==> src/hw/rtl/stcm_pkg.sv <==
// shared constants, command codes and control structs of the stack calculator
package stcm_pkg;

  localparam int DATA_W      = 32;
  localparam int STACK_DEPTH = 256;
  localparam int CNT_W       = $clog2(STACK_DEPTH + 1);
  localparam int ADDR_W      = $clog2(STACK_DEPTH);
  localparam int OP_W        = 4;
  localparam int DIGIT_W     = 4;
  localparam int ST_W        = 2;
  localparam int IN_TDATA_W  = 8;
  localparam int OUT_TUSER_W = ST_W + 1;

  // commands
  localparam logic [OP_W-1:0] OP_PUSH  = 4'd0;
  localparam logic [OP_W-1:0] OP_PRINT = 4'd1;
  localparam logic [OP_W-1:0] OP_DUP   = 4'd2;
  localparam logic [OP_W-1:0] OP_DROP  = 4'd3;
  localparam logic [OP_W-1:0] OP_SWAP  = 4'd4;
  localparam logic [OP_W-1:0] OP_OVER  = 4'd5;
  localparam logic [OP_W-1:0] OP_ROT   = 4'd6;
  localparam logic [OP_W-1:0] OP_ADD   = 4'd7;
  localparam logic [OP_W-1:0] OP_SUB   = 4'd8;
  localparam logic [OP_W-1:0] OP_MUL   = 4'd9;
  localparam logic [OP_W-1:0] OP_DIV   = 4'd10;
  localparam logic [OP_W-1:0] OP_MOD   = 4'd11;

  // result status
  localparam logic [ST_W-1:0] ST_OK    = 2'd0;
  localparam logic [ST_W-1:0] ST_UNDER = 2'd1;
  localparam logic [ST_W-1:0] ST_DIVZ  = 2'd2;
  localparam logic [ST_W-1:0] ST_OVER  = 2'd3;

  // operand register load select
  localparam logic [1:0] LD_NONE = 2'd0;
  localparam logic [1:0] LD_A    = 2'd1;
  localparam logic [1:0] LD_B    = 2'd2;
  localparam logic [1:0] LD_C    = 2'd3;

  // result register source
  localparam logic [2:0] RES_ADD = 3'd0;
  localparam logic [2:0] RES_SUB = 3'd1;
  localparam logic [2:0] RES_MUL = 3'd2;
  localparam logic [2:0] RES_QUO = 3'd3;
  localparam logic [2:0] RES_REM = 3'd4;

  // stack write source
  localparam logic [2:0] SRC_DIGIT = 3'd0;
  localparam logic [2:0] SRC_A     = 3'd1;
  localparam logic [2:0] SRC_B     = 3'd2;
  localparam logic [2:0] SRC_C     = 3'd3;
  localparam logic [2:0] SRC_RES   = 3'd4;

  // stack count update
  localparam logic [2:0] CNT_KEEP = 3'd0;
  localparam logic [2:0] CNT_INC  = 3'd1;
  localparam logic [2:0] CNT_DEC  = 3'd2;
  localparam logic [2:0] CNT_DEC2 = 3'd3;
  localparam logic [2:0] CNT_CLR  = 3'd4;

  typedef struct packed {
    logic            cap_in;     // latch the digit of an accepted beat
    logic            rd_en;
    logic [1:0]      rd_off;     // read at count - rd_off
    logic [1:0]      ld_sel;
    logic            res_ld;
    logic [2:0]      res_sel;
    logic            div_start;
    logic            wr_en;
    logic [1:0]      wr_off;     // write at count - wr_off
    logic [2:0]      wr_src;
    logic [2:0]      cnt_op;
    logic            out_load;
    logic            out_print;
    logic [ST_W-1:0] out_status;
  } stcm_cmd_t;

  typedef struct packed {
    logic cnt_zero;
    logic cnt_lt2;
    logic cnt_lt3;
    logic cnt_full;
    logic a_zero;
    logic div_done;
  } stcm_sts_t;

endpackage

==> src/hw/rtl/stcm_ctrl.sv <==
// command sequencer: checks, stack reads, alu or divide, stack writes, result hand-off
module stcm_ctrl (
  input  logic                          clk,
  input  logic                          rst_n,
  input  logic                          in_tvalid,
  output logic                          in_tready,
  input  logic [stcm_pkg::OP_W-1:0]     in_op,
  output logic                          out_tvalid,
  input  logic                          out_tready,
  input  stcm_pkg::stcm_sts_t           sts,
  output stcm_pkg::stcm_cmd_t           cmd
);

  localparam logic [3:0] S_IDLE   = 4'd0;
  localparam logic [3:0] S_DECODE = 4'd1;
  localparam logic [3:0] S_RD0    = 4'd2;
  localparam logic [3:0] S_RD1    = 4'd3;
  localparam logic [3:0] S_RD2    = 4'd4;
  localparam logic [3:0] S_LD     = 4'd5;
  localparam logic [3:0] S_EXEC   = 4'd6;
  localparam logic [3:0] S_DIVW   = 4'd7;
  localparam logic [3:0] S_WR     = 4'd8;
  localparam logic [3:0] S_FIN    = 4'd9;

  typedef struct packed {
    logic [2:0] src;
    logic [1:0] off;
    logic       last;
    logic [2:0] cnt_op;
  } wr_step_t;

  logic [3:0]                  state_r, state_nxt;
  logic [stcm_pkg::OP_W-1:0]   op_r;
  logic [stcm_pkg::ST_W-1:0]   st_r, st_nxt;
  logic [2:0]                  cntop_r, cntop_nxt;
  logic                        print_r, print_nxt;
  logic [1:0]                  wstep_r, wstep_nxt;
  logic                        out_tvalid_r;
  logic                        out_free;
  logic [1:0]                  nrd;
  wr_step_t                    wstep;

  // number of words a command reads from the top
  function automatic logic [1:0] rd_num(input logic [stcm_pkg::OP_W-1:0] op);
    logic [1:0] n;
    n = 2'd2;
    unique case (op)
      stcm_pkg::OP_PRINT, stcm_pkg::OP_DUP: n = 2'd1;
      stcm_pkg::OP_ROT:                     n = 2'd3;
      default:                              n = 2'd2;
    endcase
    return n;
  endfunction

  // write sequence per command, offsets below the starting count
  function automatic wr_step_t wr_step(input logic [stcm_pkg::OP_W-1:0] op,
                                       input logic [1:0] step);
    wr_step_t w;
    w = '{src: stcm_pkg::SRC_RES, off: 2'd2, last: 1'b1, cnt_op: stcm_pkg::CNT_DEC};
    unique case (op)
      stcm_pkg::OP_PUSH:
        w = '{src: stcm_pkg::SRC_DIGIT, off: 2'd0, last: 1'b1, cnt_op: stcm_pkg::CNT_INC};
      stcm_pkg::OP_DUP:
        w = '{src: stcm_pkg::SRC_A, off: 2'd0, last: 1'b1, cnt_op: stcm_pkg::CNT_INC};
      stcm_pkg::OP_OVER:
        w = '{src: stcm_pkg::SRC_B, off: 2'd0, last: 1'b1, cnt_op: stcm_pkg::CNT_INC};
      stcm_pkg::OP_SWAP: begin
        if (step == 2'd0) begin
          w = '{src: stcm_pkg::SRC_A, off: 2'd2, last: 1'b0, cnt_op: stcm_pkg::CNT_KEEP};
        end else begin
          w = '{src: stcm_pkg::SRC_B, off: 2'd1, last: 1'b1, cnt_op: stcm_pkg::CNT_KEEP};
        end
      end
      stcm_pkg::OP_ROT: begin
        if (step == 2'd0) begin
          w = '{src: stcm_pkg::SRC_B, off: 2'd3, last: 1'b0, cnt_op: stcm_pkg::CNT_KEEP};
        end else if (step == 2'd1) begin
          w = '{src: stcm_pkg::SRC_A, off: 2'd2, last: 1'b0, cnt_op: stcm_pkg::CNT_KEEP};
        end else begin
          w = '{src: stcm_pkg::SRC_C, off: 2'd1, last: 1'b1, cnt_op: stcm_pkg::CNT_KEEP};
        end
      end
      default: ;
    endcase
    return w;
  endfunction

  assign nrd      = rd_num(op_r);
  assign wstep    = wr_step(op_r, wstep_r);
  assign out_free = !out_tvalid_r || out_tready;

  always_comb begin
    state_nxt = state_r;
    st_nxt    = st_r;
    cntop_nxt = cntop_r;
    print_nxt = print_r;
    wstep_nxt = wstep_r;
    cmd       = '0;
    in_tready = 1'b0;

    unique case (state_r)
      S_IDLE: begin
        in_tready = 1'b1;
        if (in_tvalid) begin
          cmd.cap_in = 1'b1;
          st_nxt     = stcm_pkg::ST_OK;
          cntop_nxt  = stcm_pkg::CNT_KEEP;
          print_nxt  = 1'b0;
          wstep_nxt  = 2'd0;
          state_nxt  = S_DECODE;
        end
      end

      S_DECODE: begin
        state_nxt = S_RD0;
        unique case (op_r)
          stcm_pkg::OP_PUSH: begin
            if (sts.cnt_full) begin
              st_nxt    = stcm_pkg::ST_OVER;
              state_nxt = S_FIN;
            end else begin
              state_nxt = S_WR;
            end
          end
          stcm_pkg::OP_PRINT: begin
            if (sts.cnt_zero) begin
              st_nxt    = stcm_pkg::ST_UNDER;
              state_nxt = S_FIN;
            end
          end
          stcm_pkg::OP_DUP: begin
            priority if (sts.cnt_zero) begin
              st_nxt    = stcm_pkg::ST_UNDER;
              state_nxt = S_FIN;
            end else if (sts.cnt_full) begin
              st_nxt    = stcm_pkg::ST_OVER;
              state_nxt = S_FIN;
            end else begin
              state_nxt = S_RD0;
            end
          end
          stcm_pkg::OP_DROP: begin
            state_nxt = S_FIN;
            if (sts.cnt_zero) begin
              st_nxt = stcm_pkg::ST_UNDER;
            end else begin
              cntop_nxt = stcm_pkg::CNT_DEC;
            end
          end
          stcm_pkg::OP_OVER: begin
            priority if (sts.cnt_lt2) begin
              st_nxt    = stcm_pkg::ST_UNDER;
              cntop_nxt = stcm_pkg::CNT_CLR;
              state_nxt = S_FIN;
            end else if (sts.cnt_full) begin
              st_nxt    = stcm_pkg::ST_OVER;
              state_nxt = S_FIN;
            end else begin
              state_nxt = S_RD0;
            end
          end
          stcm_pkg::OP_ROT: begin
            if (sts.cnt_lt3) begin
              st_nxt    = stcm_pkg::ST_UNDER;
              cntop_nxt = stcm_pkg::CNT_CLR;
              state_nxt = S_FIN;
            end
          end
          stcm_pkg::OP_SWAP, stcm_pkg::OP_ADD, stcm_pkg::OP_SUB, stcm_pkg::OP_MUL,
          stcm_pkg::OP_DIV, stcm_pkg::OP_MOD: begin
            if (sts.cnt_lt2) begin
              st_nxt    = stcm_pkg::ST_UNDER;
              cntop_nxt = stcm_pkg::CNT_CLR;
              state_nxt = S_FIN;
            end
          end
          default: state_nxt = S_FIN;  // unused codes do nothing
        endcase
      end

      // reads are issued one per cycle, data lands in rdata_r in the following cycle
      S_RD0: begin
        cmd.rd_en  = 1'b1;
        cmd.rd_off = 2'd1;
        state_nxt  = (nrd == 2'd1) ? S_LD : S_RD1;
      end

      S_RD1: begin
        cmd.rd_en  = 1'b1;
        cmd.rd_off = 2'd2;
        cmd.ld_sel = stcm_pkg::LD_A;
        state_nxt  = (nrd == 2'd2) ? S_LD : S_RD2;
      end

      S_RD2: begin
        cmd.rd_en  = 1'b1;
        cmd.rd_off = 2'd3;
        cmd.ld_sel = stcm_pkg::LD_B;
        state_nxt  = S_LD;
      end

      S_LD: begin
        unique case (nrd)
          2'd1:    cmd.ld_sel = stcm_pkg::LD_A;
          2'd2:    cmd.ld_sel = stcm_pkg::LD_B;
          default: cmd.ld_sel = stcm_pkg::LD_C;
        endcase
        unique case (op_r)
          stcm_pkg::OP_PRINT: begin
            print_nxt = 1'b1;
            cntop_nxt = stcm_pkg::CNT_DEC;
            state_nxt = S_FIN;
          end
          stcm_pkg::OP_DUP, stcm_pkg::OP_SWAP, stcm_pkg::OP_OVER,
          stcm_pkg::OP_ROT: state_nxt = S_WR;
          default:          state_nxt = S_EXEC;
        endcase
      end

      S_EXEC: begin
        state_nxt = S_WR;
        unique case (op_r)
          stcm_pkg::OP_ADD: begin
            cmd.res_ld  = 1'b1;
            cmd.res_sel = stcm_pkg::RES_ADD;
          end
          stcm_pkg::OP_SUB: begin
            cmd.res_ld  = 1'b1;
            cmd.res_sel = stcm_pkg::RES_SUB;
          end
          stcm_pkg::OP_MUL: begin
            cmd.res_ld  = 1'b1;
            cmd.res_sel = stcm_pkg::RES_MUL;
          end
          default: begin
            // divide by zero drops both operands and pushes nothing
            if (sts.a_zero) begin
              st_nxt    = stcm_pkg::ST_DIVZ;
              cntop_nxt = stcm_pkg::CNT_DEC2;
              state_nxt = S_FIN;
            end else begin
              cmd.div_start = 1'b1;
              state_nxt     = S_DIVW;
            end
          end
        endcase
      end

      S_DIVW: begin
        if (sts.div_done) begin
          cmd.res_ld  = 1'b1;
          cmd.res_sel = (op_r == stcm_pkg::OP_DIV) ? stcm_pkg::RES_QUO : stcm_pkg::RES_REM;
          state_nxt   = S_WR;
        end
      end

      S_WR: begin
        cmd.wr_en  = 1'b1;
        cmd.wr_src = wstep.src;
        cmd.wr_off = wstep.off;
        if (wstep.last) begin
          cntop_nxt = wstep.cnt_op;
          state_nxt = S_FIN;
        end else begin
          wstep_nxt = wstep_r + 2'd1;
        end
      end

      S_FIN: begin
        // count moves together with the result beat
        if (out_free) begin
          cmd.out_load   = 1'b1;
          cmd.out_print  = print_r;
          cmd.out_status = st_r;
          cmd.cnt_op     = cntop_r;
          state_nxt      = S_IDLE;
        end
      end

      default: state_nxt = S_IDLE;
    endcase
  end

  always_ff @(posedge clk) begin
    if (!rst_n) begin
      state_r      <= S_IDLE;
      out_tvalid_r <= 1'b0;
    end else begin
      state_r <= state_nxt;
      if (cmd.out_load) begin
        out_tvalid_r <= 1'b1;
      end else if (out_tready) begin
        out_tvalid_r <= 1'b0;
      end
    end
  end

  always_ff @(posedge clk) begin
    if (cmd.cap_in) begin
      op_r <= in_op;
    end
    st_r    <= st_nxt;
    cntop_r <= cntop_nxt;
    print_r <= print_nxt;
    wstep_r <= wstep_nxt;
  end

  assign out_tvalid = out_tvalid_r;

endmodule

==> config.mk <==
export PLATFORM = sky130hd
export DESIGN_NAME = stcm_ctrl
export DESIGN_NICKNAME = d
export VERILOG_FILES = /design/src/hw/rtl/stcm_pkg.sv /design/src/hw/rtl/stcm_ctrl.sv
export SDC_FILE = /design/constraint.sdc
export NUM_CORES = 1
export LEC_CHECK = 0
export BUFFER_PORTS_ARGS = -buffer_cell sky130_fd_sc_hd__buf_2
export CAP_MARGIN = 0
export CORE_MARGIN = 3
export CORE_UTILIZATION = 50
export CTS_CLUSTER_DIAMETER = 120
export DETAILED_ROUTE_END_ITERATION = 16
export PLACE_DENSITY = 0.75
export RECOVER_POWER = 100
export SETUP_SLACK_MARGIN = 0.4
export SLEW_MARGIN = 20
export SYNTH_ARGS = -nofsm -noshare
export SYNTH_HDL_FRONTEND = slang
export SYNTH_SLANG_ARGS = --single-unit
==> constraint.sdc <==
create_clock -name clk -period 2.17 [get_ports clk]
set_input_delay 0.1085 -clock clk [delete_from_list [all_inputs] [get_ports clk]]
set_output_delay 0.1085 -clock clk [all_outputs]
set_load 0.02 [all_outputs]
==> flow_metrics.env <==
export IMPL_outcome="complete, no violations"
export IMPL_n_fill_cell=206
export IMPL_initial_utilization=0.5437
export IMPL_grt_pass1_wl_mm=9.335
export IMPL_clk_pin_slew_worst_paths_ns=0.12
export IMPL_postSynth_asyncResetShare=0
export IMPL_coreArea_um2=3178
export IMPL_port_buffers=39
export IMPL_antenna_found_initial=0
export IMPL_yosysWarnings=0
export IMPL_setup_viol=0
export IMPL_avgSynthCellArea_um2=7.963
export IMPL_tns_ns=0
export IMPL_rsz0062_at_grt="yes"
export IMPL_ys_ff_latch=17
export IMPL_cp_start_kind="register"
export IMPL_p_leak_nw=0.9992
export IMPL_skew_ns=0.005414
export IMPL_vias_per_cell=6.354
export IMPL_grt_pass1_vias=1890
export IMPL_drt_pass1_iter_count=5
export IMPL_wl_per_cell_um=19.54
export IMPL_grt_max_degree=21
export IMPL_synthCells=217
export IMPL_cts_root_buf="clkbuf_4"
export IMPL_worstHoldPathType="input port to register"
export IMPL_synth_enable_flop_cells=12
export IMPL_fin_ws_ns=0.1736
export IMPL_syn2layout_area_growth_pct=46.20
export IMPL_hold_viol_final=0
export IMPL_die_h_um=64.79
export IMPL_synth_top_area_cell="edfxtp_1"
export IMPL_synth_ff_type="edfxtp_1"
export IMPL_max_slew_margin=0.6604
export IMPL_tightest_slew_ns=0.5083
export IMPL_required_ns=2.06
export IMPL_drv_slew=0
export IMPL_ir_worst_vdd_mv=0.4220
export IMPL_dr_total_vias=2116
export IMPL_cts_tree="done"
export IMPL_grt_usage=0.2857
export IMPL_cellPowerDensity_nw_per_um2=529.4
export IMPL_cts_buffers_inserted=3
export IMPL_crit_arrival_ns=1.89
export IMPL_final_cell_mix="buf_4, buf_2, a21oi_1"
export IMPL_crit_type="register to output port"
export IMPL_ys_types=62
export IMPL_dp_hpwl_mm=3.956
export IMPL_die_w_um=64.79
export IMPL_gr_total_overflow=0
export IMPL_period_minus_slack_ns=1.996
export IMPL_fmax_ghz=0.5009
export IMPL_ys_seq_area_frac=0.2665
export IMPL_cts_max_path_buffers=2
export IMPL_die_area_um2=4197
export IMPL_preCtsSetupSlack_ns=0.09997
export IMPL_fp_row_count=20
export IMPL_period_share=0.9200
export IMPL_yosysTopAreaCellShare=0.2085
export IMPL_syn_nets=236
export IMPL_drt_iter0_markers=278
export IMPL_cts_htree_levels=1
export IMPL_crit_path_end_kind="output port"
export IMPL_worstPathMaxFanout=9
export IMPL_diodes=0
export IMPL_num_nets_final=309
export IMPL_ant_nets=0
export IMPL_io_pins=40
export IMPL_clk_latency_ns=0.32
export IMPL_maxCapViolCount=0
export IMPL_routabilityCongestion=0.9748
export IMPL_synth_area_leaders="edfxtp_1, dfxtp_1, a21oi_1"
export IMPL_drive_above_1_share=0.4429
export IMPL_post_route_util=0.7949
export IMPL_final_common_cell="buf_4"
export IMPL_cts_sinks=17
export IMPL_drcViolationCount=0
export IMPL_syn_area_um2=1728
export IMPL_wl_mm=6.508
cell usage after synthesis, types with 2 or more instances:
| cell type | number |
|---|---|
| edfxtp_1 | 12 |
| dfxtp_1 | 5 |
| o21ai_1 | 11 |
| nor2_1 | 18 |
| inv_1 | 9 |
| a31oi_1 | 5 |
| a21oi_1 | 19 |
| a211oi_1 | 5 |
| buf_2 | 9 |
| and2_1 | 10 |
| o21ai_0 | 15 |
| nor3b_1 | 3 |
| nor2b_1 | 7 |
| nand2b_1 | 7 |
| nand2_1 | 15 |
| buf_4 | 4 |
| nand4_1 | 3 |
| o22ai_1 | 3 |
| a2111oi_2 | 2 |
| a22oi_1 | 2 |
| nand3b_1 | 2 |
| ha_1 | 5 |
| and3_1 | 2 |
| inv_2 | 4 |
| clkbuf_1 | 2 |
| a2bb2oi_1 | 2 |
stage by stage:
stage / total power [W] / instance area (µm²) / std cells / hold slack (ns)
after floorplan: 0.0007957 / 1755 / 217 / 0.2074
after CTS: 0.001235 / 2390 / 321 / 0.04036
after detailed placement: 0.0009418 / 2018 / 299 / 0.2872
after global placement: 0.0009349 / 2018 / 299 / 0.2856
after global routing: 0.001401 / 2526 / 333 / 0.02629
final: 0.001337 / 2526 / 333 / 0.03388
metal layers:
| metal | part of all wire | global-route usage | wire (µm) | vias to the layer above |
|---|---|---|---|---|
| li1 | - | - | - | 947 |
| met1 | 0.36 | 0.3751 | 2336 | 965 |
| met2 | 0.48 | 0.4623 | 3114 | 166 |
| met3 | 0.12 | 0.04679 | 757 | 38 |
| met4 | 0.046 | 0.1187 | 299 | 0 |
| met5 | 0 | 0 | 0 | - |
layout make-up:
type                    count  area [µm²]  area share
clock buffers               3       22.52    0.008915
clock inverters             1       5.005    0.001981
inverters                  13       52.55     0.02080
multi-input cells         172        1344      0.5319
flip-flops and latches     17       469.2      0.1857
well taps                  44       55.05     0.02179
repair buffers             83       578.1      0.2288
cell families (layout without fill, tap and decap cells):
group	Yosys count	after routing	synth area share
AND/OR/NAND/NOR	86	86	0.3056
AO/OA/AOI/OAI	79	79	0.3034
multiplexers	2	2	0.01231
buffers and inverters	28	100	0.07603
flip-flops	17	17	0.2665
adder cells (fa/ha/maj)	5	5	0.03621
final timing paths:
| kind | from | slack (ns) | to | cells after the start |
|---|---|---|---|---|
| setup reg to reg | op_r[2]$_DFFE_PP_ | 0.19 | cntop_r[0]$_DFFE_PP_ | 7 |
| hold reg to reg | out_tvalid$_SDFFE_PN0P_ | 0.59 | out_tvalid$_SDFFE_PN0P_ | 2 |
| hold / removal | rst_n | 0.03 | state_r[3]$_SDFFE_PN0P_ | 3 |
| setup / recovery | op_r[1]$_DFFE_PP_ | 0.17 | cmd[14] | 7 |
power breakdown:
group	switching, W	total, W	internal, W	leakage [nW]
logic	0.000387	0.000694	0.000306	0.819
registers	0.0000374	0.000445	0.000407	0.162
clock network	0.000130	0.000199	0.0000692	0.0177
flip-flops by register name, indices dropped and copies added, names as in the netlist:
name,count
op_r,4
wstep_r,2
cntop_r,3
state_r,4
out_tvalid,1
print_r,1
st_r,2
critical path, cell delays in order, from the launching register on:
cell and delay, ns:
edfxtp_1 0.42, buf_4 0.21, inv_1 0.09, buf_6 0.14, or2_1 0.24, o21ai_1 0.12, and3b_1 0.20, buf_4 0.14
what timing repair did:
item	CTS	global route
setup endpoints to repair	36	34
pin swaps	13	15
buffers inserted	14	12
resized for setup	59	36
hold endpoints to repair	4	0
hold buffers	4	0
Note: power is estimated with default switching activity, not from simulation.
